==> src/sv/sra_pkg.sv <==
package sra_pkg;

    localparam int CMD_W    = 2;
    localparam int QUEUE_W  = 2;
    localparam int SLOT_W   = 5;
    localparam int STAT_W   = 2;
    localparam int CNT_W    = 6;
    localparam int PTR_W    = 6;
    localparam int END_W    = 7;
    localparam int SETUP_W  = 20;
    localparam int CFG_IDX_W = 3;
    localparam int IN_DATA_W  = 16;
    localparam int OUT_DATA_W = 16;

    localparam logic [SLOT_W-1:0] RESERVED_RESET = 5'd29;

    localparam logic [CFG_IDX_W-1:0] REG_QUEUE0   = 3'd0;
    localparam logic [CFG_IDX_W-1:0] REG_RESERVED = 3'd4;

    typedef enum logic [CMD_W-1:0] {
        CMD_ALLOC = 2'd0,
        CMD_FREE  = 2'd1,
        CMD_COUNT = 2'd2,
        CMD_NONE  = 2'd3
    } cmd_t;

    typedef enum logic [STAT_W-1:0] {
        ST_OK      = 2'd0,
        ST_NONE    = 2'd1,
        ST_CLOSED  = 2'd2,
        ST_ALREADY = 2'd3
    } status_t;

    typedef enum logic [2:0] {
        S_IDLE,
        S_DECODE,
        S_PREF,
        S_LOW,
        S_FREE,
        S_COUNT,
        S_DONE
    } state_t;

    typedef struct packed {
        logic             allow_reserved;
        logic             open;
        logic [PTR_W-1:0] pref;
        logic [PTR_W-1:0] high;
        logic [PTR_W-1:0] low;
    } setup_t;

    typedef struct packed {
        logic             load;
        logic [PTR_W-1:0] load_val;
        logic             step;
        logic             cnt_clr;
        logic             count;
    } scan_ctrl_t;

    typedef struct packed {
        logic in_range;
        logic busy;
        logic takeable;
    } scan_stat_t;

endpackage

==> src/sv/sra_bitmap.sv <==
module sra_bitmap #(
    parameter int NUM_SLOTS = 32
) (
    input  logic                         clk,
    input  logic                         rst_n,
    input  logic [$clog2(NUM_SLOTS)-1:0] index,
    input  logic                         set_en,
    input  logic                         clr_en,
    output logic                         busy
);

    logic [NUM_SLOTS-1:0] used_reg;
    logic [NUM_SLOTS-1:0] used_next;

    always_comb
    begin
        used_next = used_reg;
        if (set_en)
        begin
            used_next[index] = 1'b1;
        end
        else if (clr_en)
        begin
            used_next[index] = 1'b0;
        end
    end

    always_ff @(posedge clk or negedge rst_n)
    begin
        if (!rst_n)
        begin
            used_reg <= '0;
        end
        else
        begin
            used_reg <= used_next;
        end
    end

    assign busy = used_reg[index];

endmodule

==> src/sv/sra_scan.sv <==
module sra_scan (
    input  logic                             clk,
    input  sra_pkg::scan_ctrl_t              ctrl,
    input  logic [sra_pkg::END_W-1:0]        limit,
    input  logic [sra_pkg::SLOT_W-1:0]       reserved_slot,
    input  logic                             allow_reserved,
    input  logic                             busy,
    output sra_pkg::scan_stat_t              stat,
    output logic [sra_pkg::PTR_W-1:0]        ptr,
    output logic [sra_pkg::CNT_W-1:0]        cnt
);

    logic [sra_pkg::PTR_W-1:0] ptr_reg;
    logic [sra_pkg::PTR_W-1:0] ptr_next;
    logic [sra_pkg::CNT_W-1:0] cnt_reg;
    logic [sra_pkg::CNT_W-1:0] cnt_next;
    logic                      is_reserved;

    always_comb
    begin
        stat.in_range = {1'b0, ptr_reg} < limit;
        stat.busy     = busy;
        is_reserved   = ptr_reg == {1'b0, reserved_slot};
        stat.takeable = stat.in_range && !busy && !(is_reserved && !allow_reserved);

        if (ctrl.load)
        begin
            ptr_next = ctrl.load_val;
        end
        else if (ctrl.step)
        begin
            ptr_next = ptr_reg + 1'b1;
        end
        else
        begin
            ptr_next = ptr_reg;
        end

        if (ctrl.cnt_clr)
        begin
            cnt_next = '0;
        end
        else if (ctrl.count && stat.in_range && !busy)
        begin
            cnt_next = cnt_reg + 1'b1;
        end
        else
        begin
            cnt_next = cnt_reg;
        end
    end

    always_ff @(posedge clk)
    begin
        ptr_reg <= ptr_next;
        cnt_reg <= cnt_next;
    end

    assign ptr = ptr_reg;
    assign cnt = cnt_reg;

endmodule

==> src/sv/slot_range_allocator.sv <==
// slot range allocator: one in-use bit per slot, all free after reset.
// commands arrive on the s_ stream, one word each: allocate for a queue,
// free a slot, or count the free slots of a queue's range. every command
// gives exactly one result word on the m_ stream (status, granted slot,
// free count).
// queue setups and the reserved slot are written through cfg_we, cfg_index
// and cfg_data; the user must do so only while the block is idle; it is not enforced.
// a command is first decoded, then a shared compare and
// increment unit walks the bitmap one slot per cycle: allocate scans from
// the preferred slot when it is nonzero and then from the low slot; count
// scans the range once; free checks a single slot. the result then moves
// into the output register once that register is empty or draining.
// s_tready is high only while no command is in work.
// a result waits in the output register while m_tready is low; the next
// command is still taken, and its result is held back until the register
// drains. reset frees every slot, clears the queue setups and sets the
// reserved slot to 29.
module slot_range_allocator #(
    parameter int NUM_SLOTS  = 32,
    parameter int NUM_QUEUES = 4
) (
    input  logic                              clk,
    input  logic                              rst_n,
    input  logic                              s_tvalid,
    output logic                              s_tready,
    input  logic [sra_pkg::IN_DATA_W-1:0]     s_tdata,   // cmd, queue, slot
    output logic                              m_tvalid,
    input  logic                              m_tready,
    output logic [sra_pkg::OUT_DATA_W-1:0]    m_tdata,   // status, granted_slot, free_count
    input  logic                              cfg_we,
    input  logic [sra_pkg::CFG_IDX_W-1:0]     cfg_index,
    input  logic [sra_pkg::SETUP_W-1:0]       cfg_data
);

    localparam int IDX_W = $clog2(NUM_SLOTS);

    sra_pkg::setup_t                 setup_regs [NUM_QUEUES];
    logic [sra_pkg::SLOT_W-1:0]      reserved_reg;

    sra_pkg::state_t                 state_reg;
    sra_pkg::state_t                 state_next;
    sra_pkg::cmd_t                   cmd_reg;
    logic [sra_pkg::SLOT_W-1:0]      slot_reg;
    sra_pkg::setup_t                 setup_reg;
    logic                            qok_reg;
    sra_pkg::status_t                res_status_reg;
    sra_pkg::status_t                res_status_next;
    logic [sra_pkg::SLOT_W-1:0]      res_slot_reg;
    logic [sra_pkg::SLOT_W-1:0]      res_slot_next;

    logic                            out_valid_reg;
    logic                            out_valid_next;
    logic [sra_pkg::STAT_W-1:0]      out_status_reg;
    logic [sra_pkg::SLOT_W-1:0]      out_slot_reg;
    logic [sra_pkg::CNT_W-1:0]       out_count_reg;

    logic [sra_pkg::CMD_W-1:0]       in_cmd;
    logic [sra_pkg::QUEUE_W-1:0]     in_queue;
    logic [sra_pkg::SLOT_W-1:0]      in_slot;
    sra_pkg::setup_t                 sel_setup;
    logic                            sel_ok;
    logic                            accept;
    logic                            out_load;

    sra_pkg::scan_ctrl_t             scan_ctrl;
    sra_pkg::scan_stat_t             scan_stat;
    logic [sra_pkg::PTR_W-1:0]       ptr;
    logic [sra_pkg::CNT_W-1:0]       cnt;
    logic [sra_pkg::END_W-1:0]       range_end;
    logic [sra_pkg::END_W-1:0]       limit;
    logic                            busy;
    logic                            set_en;
    logic                            clr_en;

    assign in_cmd   = s_tdata[1:0];
    assign in_queue = s_tdata[3:2];
    assign in_slot  = s_tdata[8:4];
    assign s_tready = state_reg == sra_pkg::S_IDLE;
    assign accept   = s_tvalid && s_tready;

    // queue setup lookup
    always_comb
    begin
        sel_setup = '0;
        sel_ok    = 1'b0;
        for (int q = 0; q < NUM_QUEUES; q++)
        begin
            if (in_queue == sra_pkg::QUEUE_W'(q))
            begin
                sel_setup = setup_regs[q];
                sel_ok    = 1'b1;
            end
        end
    end

    // configuration registers
    always_ff @(posedge clk or negedge rst_n)
    begin
        if (!rst_n)
        begin
            for (int q = 0; q < NUM_QUEUES; q++)
            begin
                setup_regs[q] <= '0;
            end
            reserved_reg <= sra_pkg::RESERVED_RESET;
        end
        else if (cfg_we)
        begin
            for (int q = 0; q < NUM_QUEUES; q++)
            begin
                if (cfg_index == sra_pkg::REG_QUEUE0 + sra_pkg::CFG_IDX_W'(q))
                begin
                    setup_regs[q] <= cfg_data;
                end
            end
            if (cfg_index == sra_pkg::REG_RESERVED)
            begin
                reserved_reg <= cfg_data[sra_pkg::SLOT_W-1:0];
            end
        end
    end

    // range end cut at the slot count
    always_comb
    begin
        if ({1'b0, setup_reg.high} > sra_pkg::END_W'(NUM_SLOTS))
        begin
            range_end = sra_pkg::END_W'(NUM_SLOTS);
        end
        else
        begin
            range_end = {1'b0, setup_reg.high};
        end
        limit = (state_reg == sra_pkg::S_FREE) ? sra_pkg::END_W'(NUM_SLOTS) : range_end;
    end

    sra_scan u_scan (
        .clk            (clk),
        .ctrl           (scan_ctrl),
        .limit          (limit),
        .reserved_slot  (reserved_reg),
        .allow_reserved (setup_reg.allow_reserved),
        .busy           (busy),
        .stat           (scan_stat),
        .ptr            (ptr),
        .cnt            (cnt)
    );

    sra_bitmap #(
        .NUM_SLOTS (NUM_SLOTS)
    ) u_bitmap (
        .clk    (clk),
        .rst_n  (rst_n),
        .index  (ptr[IDX_W-1:0]),
        .set_en (set_en),
        .clr_en (clr_en),
        .busy   (busy)
    );

    // sequencer
    always_comb
    begin
        state_next      = state_reg;
        res_status_next = res_status_reg;
        res_slot_next   = res_slot_reg;
        scan_ctrl       = '0;
        set_en          = 1'b0;
        clr_en          = 1'b0;
        out_load        = 1'b0;

        case (state_reg)
            sra_pkg::S_IDLE:
            begin
                if (accept)
                begin
                    state_next = sra_pkg::S_DECODE;
                end
            end
            sra_pkg::S_DECODE:
            begin
                res_status_next   = sra_pkg::ST_OK;
                res_slot_next     = '0;
                scan_ctrl.cnt_clr = 1'b1;
                case (cmd_reg)
                    sra_pkg::CMD_ALLOC:
                    begin
                        if (!qok_reg || !setup_reg.open)
                        begin
                            res_status_next = sra_pkg::ST_CLOSED;
                            state_next      = sra_pkg::S_DONE;
                        end
                        else if (setup_reg.pref != '0)
                        begin
                            scan_ctrl.load     = 1'b1;
                            scan_ctrl.load_val = setup_reg.pref;
                            state_next         = sra_pkg::S_PREF;
                        end
                        else
                        begin
                            scan_ctrl.load     = 1'b1;
                            scan_ctrl.load_val = setup_reg.low;
                            state_next         = sra_pkg::S_LOW;
                        end
                    end
                    sra_pkg::CMD_FREE:
                    begin
                        scan_ctrl.load     = 1'b1;
                        scan_ctrl.load_val = {1'b0, slot_reg};
                        state_next         = sra_pkg::S_FREE;
                    end
                    sra_pkg::CMD_COUNT:
                    begin
                        if (!qok_reg)
                        begin
                            state_next = sra_pkg::S_DONE;
                        end
                        else
                        begin
                            scan_ctrl.load     = 1'b1;
                            scan_ctrl.load_val = setup_reg.low;
                            state_next         = sra_pkg::S_COUNT;
                        end
                    end
                    default:
                    begin
                        state_next = sra_pkg::S_DONE;
                    end
                endcase
            end
            sra_pkg::S_PREF, sra_pkg::S_LOW:
            begin
                if (!scan_stat.in_range)
                begin
                    if (state_reg == sra_pkg::S_PREF)
                    begin
                        scan_ctrl.load     = 1'b1;
                        scan_ctrl.load_val = setup_reg.low;
                        state_next         = sra_pkg::S_LOW;
                    end
                    else
                    begin
                        res_status_next = sra_pkg::ST_NONE;
                        state_next      = sra_pkg::S_DONE;
                    end
                end
                else if (scan_stat.takeable)
                begin
                    set_en          = 1'b1;
                    res_status_next = sra_pkg::ST_OK;
                    res_slot_next   = ptr[sra_pkg::SLOT_W-1:0];
                    state_next      = sra_pkg::S_DONE;
                end
                else
                begin
                    scan_ctrl.step = 1'b1;
                end
            end
            sra_pkg::S_FREE:
            begin
                if (scan_stat.in_range && scan_stat.busy)
                begin
                    clr_en          = 1'b1;
                    res_status_next = sra_pkg::ST_OK;
                end
                else
                begin
                    res_status_next = sra_pkg::ST_ALREADY;
                end
                state_next = sra_pkg::S_DONE;
            end
            sra_pkg::S_COUNT:
            begin
                if (!scan_stat.in_range)
                begin
                    state_next = sra_pkg::S_DONE;
                end
                else
                begin
                    scan_ctrl.step  = 1'b1;
                    scan_ctrl.count = 1'b1;
                end
            end
            sra_pkg::S_DONE:
            begin
                if (!out_valid_reg || m_tready)
                begin
                    out_load   = 1'b1;
                    state_next = sra_pkg::S_IDLE;
                end
            end
            default:
            begin
                state_next = sra_pkg::S_IDLE;
            end
        endcase
    end

    assign out_valid_next = out_load || (out_valid_reg && !m_tready);

    always_ff @(posedge clk or negedge rst_n)
    begin
        if (!rst_n)
        begin
            state_reg     <= sra_pkg::S_IDLE;
            out_valid_reg <= 1'b0;
        end
        else
        begin
            state_reg     <= state_next;
            out_valid_reg <= out_valid_next;
        end
    end

    always_ff @(posedge clk)
    begin
        if (accept)
        begin
            cmd_reg   <= sra_pkg::cmd_t'(in_cmd);
            slot_reg  <= in_slot;
            setup_reg <= sel_setup;
            qok_reg   <= sel_ok;
        end
        res_status_reg <= res_status_next;
        res_slot_reg   <= res_slot_next;
        if (out_load)
        begin
            out_status_reg <= res_status_reg;
            out_slot_reg   <= res_slot_reg;
            out_count_reg  <= (cmd_reg == sra_pkg::CMD_COUNT) ? cnt : '0;
        end
    end

    assign m_tvalid = out_valid_reg;
    assign m_tdata  = {3'b000, out_count_reg, out_slot_reg, out_status_reg};

endmodule

==> config.mk <==
export PLATFORM = sky130hd
export DESIGN_NAME = slot_range_allocator
export DESIGN_NICKNAME = d
export VERILOG_FILES = /design/src/sv/sra_pkg.sv /design/src/sv/sra_bitmap.sv /design/src/sv/sra_scan.sv /design/src/sv/slot_range_allocator.sv
export SDC_FILE = /design/constraint.sdc
export NUM_CORES = 1
export LEC_CHECK = 0
export ABC_AREA = 1
export BUFFER_PORTS_ARGS = -buffer_cell sky130_fd_sc_hd__buf_2
export CORE_UTILIZATION = 40
export DETAILED_ROUTE_END_ITERATION = 7
export SYNTH_ARGS = -nofsm -noshare
export SYNTH_HDL_FRONTEND = slang
export SYNTH_SLANG_ARGS = --single-unit
==> constraint.sdc <==
create_clock -name clk -period 4.5 [get_ports clk]
set_clock_uncertainty 0.2 [all_clocks]
set_input_delay 0.675 -clock clk [delete_from_list [all_inputs] [get_ports clk]]
set_output_delay 0.675 -clock clk [all_outputs]
set_load 0.1 [all_outputs]
==> run_results.csv <==
group,metric,value,unit
worst_hold_path,hold_path_class,"in -> reg",
grt,grt_pass1_wl,34400,um
clocking,h-tree-depth,4,
grt,met1_usage,27.6,%
layout,fillers,2127,
layout,fin_util,46.3,%
timing,hold_ws,0.205,ns
floorplan,die_area,22500,sq um
synth,yosys.area.top_type,"dfrtp_1",
pwr,leakage,4.54,nW
layout,layout-area-overhead-vs-synth,12.2,%
grt,grt_pass1_vias,6686,
timing,tightest_slew,1.15,ns
synth,seq_area_frac_synth,54.6,%
floorplan,chipHeight,150,um
critical_path,crit_path_end_kind,"register",
grt,top_usage_layer,"met2",
routing,drt-total-wl,20500,um
critical_path,worst-setup-path-type,"reg -> reg",
synth,ys_warn_count,0,
layout,post_route_cells_drive_above_1_share,10.8,%
routing,ant_nets,0,
clocking,clk_pin_slew_worst_paths,0.07,ns
outcome,status,"completed",
timing,fmax,294,MHz
timing,fin_tns_setup,0,ns
timing,drv_slew,0,
synth,ys_async_sr_fraction,66.9,%
floorplan,ioPinCount,62,
clocking,ctsLongestPathBuffers,2,
routing,wl_per_cell,15.1,um
grt,track_usage,19.9,%
layout,diodes,0,
synth,yosys.area_share.simple,26.4,%
grt,gr-total-overflow,0,
routing,dr.pass1.iters,5,
place,place_congestion,0.807,
synth,synth_edf_count,54,
synth,synth_fa_ha_area_share,2.43,%
timing,rsz0062_at_grt,"false",
critical_path,crit_arrival,3.53,ns
clocking,numCtsBuffers,17,
clocking,post_cts_buffers,0,
routing,viasPerCell,5.07,
synth,ys.flop_type,"dfrtp_1",
timing,layout_min_cycle_time,3.40,ns
floorplan,core,21200,sq um
synth,synth-compound-area-share,9.19,%
synth,synth_top_area_share,33.5,%
synth,synth_top_family_by_area,"simple AND/OR/NAND/NOR gates",
critical_path,path_max_fanout,31,
synth,yosysMostFrequentCell,"nand2_1",
timing,fin_crit_sh,75.5,%
timing,maxSlewHeadroom,23.2,%
pwr,power_density,628,nW/um^2
synth,synth_seq_cells,181,
routing,vias,6905,
synth,postSynthAreaPerCell,8.40,sq um
synth,synth-xor-area-share,0.500,%
synth,netlist_instances,1042,
clocking,worstSkewPairLatency,0.44,ns
routing,drt_iter0_markers,628,
synth,netlist_top_cells_count,"nand2_1 (342), dfrtp_1 (117), o21ai_0 (94), nand3_1 (88), inv_1 (85)",
grt,grt_use_met3,3.51,%
critical_path,required,4.63,ns
pwr,irDropWorstVdd,0.282,mV
timing,setup_viol,0,
floorplan,die-width,150,um
grt,use_met2,31.3,%
timing,hold_viol_final,0,
synth,yosysUniqueCellTypes,39,
floorplan,rows,53,
place,portBuffers,51,
grt,grt_antenna_before_repair,0,
synth,synth_area_leaders,"dfrtp_1 (33%), edfxtp_1 (19%), nand2_1 (15%), o21ai_0 (5.4%), nand3_1 (5.0%)",
place,dp_hpwl,13100,um
critical_path,setup.worst_path.start_class,"register",
routing,route.detailed.drc,0,
clocking,clock_sinks,181,
place,numPlacedInstances,1328,
clocking,cts_root_buf,"clkbuf_16",
layout,fin_cells,1361,
clocking,tritoncts,"done",
synth,muxShareOfSynthArea,0,%
layout,nNetsFinal,1134,
job,cap_violations,0,
grt,grt_max_degree,93,
synth,syn_area,8750,sq um
floorplan,start_util,41.2,%
## logic make-up (layout without fill, tap and decap cells)
kind of cell,after synthesis,after routing
AO/OA/AOI/OAI,144,144
buffers and inverters,142,184
AND/OR/NAND/NOR,551,551
other,2,4
XOR/XNOR,5,5
adder cells (fa/ha/maj),17,17
flip-flops,181,181
## worst max-delay path: stages, from the launching register on
cell     delay, ns
dfrtp_1       0.51
inv_1         0.12
nand3_2       0.13
inv_1         0.13
nor2_1        0.25
nand2_1       0.09
ha_1          0.30
a21oi_1       0.14
nor2_1        0.05
nor2_1        0.15
nand2_2       0.17
nor2_1        0.20
nand3_2       0.12
nand2_2       0.48
nand2_1       0.11
nand2_1       0.08
nand2_1       0.05
## placed cells by master, fill, tap and decap left out, types with 5 or more instances in the layout
cell type / instances
ha_1: 17
o21ai_0: 94
dfxtp_1: 6
nor3_2: 5
dfrtp_1: 117
a221oi_1: 8
inv_2: 5
nand2_1: 342
inv_1: 85
edfxtp_1: 54
o211ai_1: 6
nand3_1: 88
nand4_1: 22
inv_8: 5
nor2_1: 76
buf_4: 9
a21oi_1: 22
o311ai_0: 5
clkbuf_16: 17
buf_2: 50
## final timing paths
| check | from | end | slack, ns | depth (start not counted) |
|---|---|---|---|---|
| hold reg to reg | res_slot_reg[4] | out_slot_reg[4] | 0.22 | 0 |
| setup / recovery | state_reg[0] | register | 1.10 | 16 |
| max in group asynchronous | rst_n | reserved_reg[1] | 2.70 | 3 |
| setup reg to reg | state_reg[0] | register | 1.10 | 16 |
| min in group asynchronous | rst_n | async pin | 0.50 | 2 |
| hold / removal | s_tdata[4] | slot_reg[0] | 0.20 | 1 |
## power breakdown
group,switching [W],internal [W]
sequential,0.000312,0.00222
combinational,0.00153,0.000576
clock,0.000734,0.000803
total,0.00257,0.00359
## per-layer routing
metal	vias to the layer above	wire length, um
li1	3472	-
met1	3251	9760
met2	155	9600
met3	27	827
met4	0	309
met5	-	0
## repair_timing
action / 4_1_cts / 5_1_grt
hold buffers: 1 / 0
hold endpoints to repair: 29 / 0
resized for setup: 0 / 0
endpoints found under the setup margin: 0 / 0
## per-stage QoR
step | total power (W) | area (sq um) | worst slack (ns)
6_report | 0.00616 | 9820 | 1.10
5_1_grt | 0.00658 | 9820 | 0.775
4_1_cts | 0.00620 | 9820 | 1.13
3_5_place_dp | 0.00464 | 9200 | 1.14
3_3_place_gp | 0.00461 | 9200 | 1.14
2_1_floorplan | 0.00413 | 8760 | 0.421
## final cells by class
class                           instances  area (sq um)  share of cell area (%)
Inverter                               91           342                    3.48
Clock buffer                           17           425                    4.33
Sequential cell                       181          4770                    48.6
Timing Repair Buffer                   61           348                    3.54
Tap cell                              275           344                    3.50
Multi-Input combinational cell        721          3400                    34.6
Clock inverter                         15           184                    1.87
No activity file was read; power rests on OpenSTA's default activity.
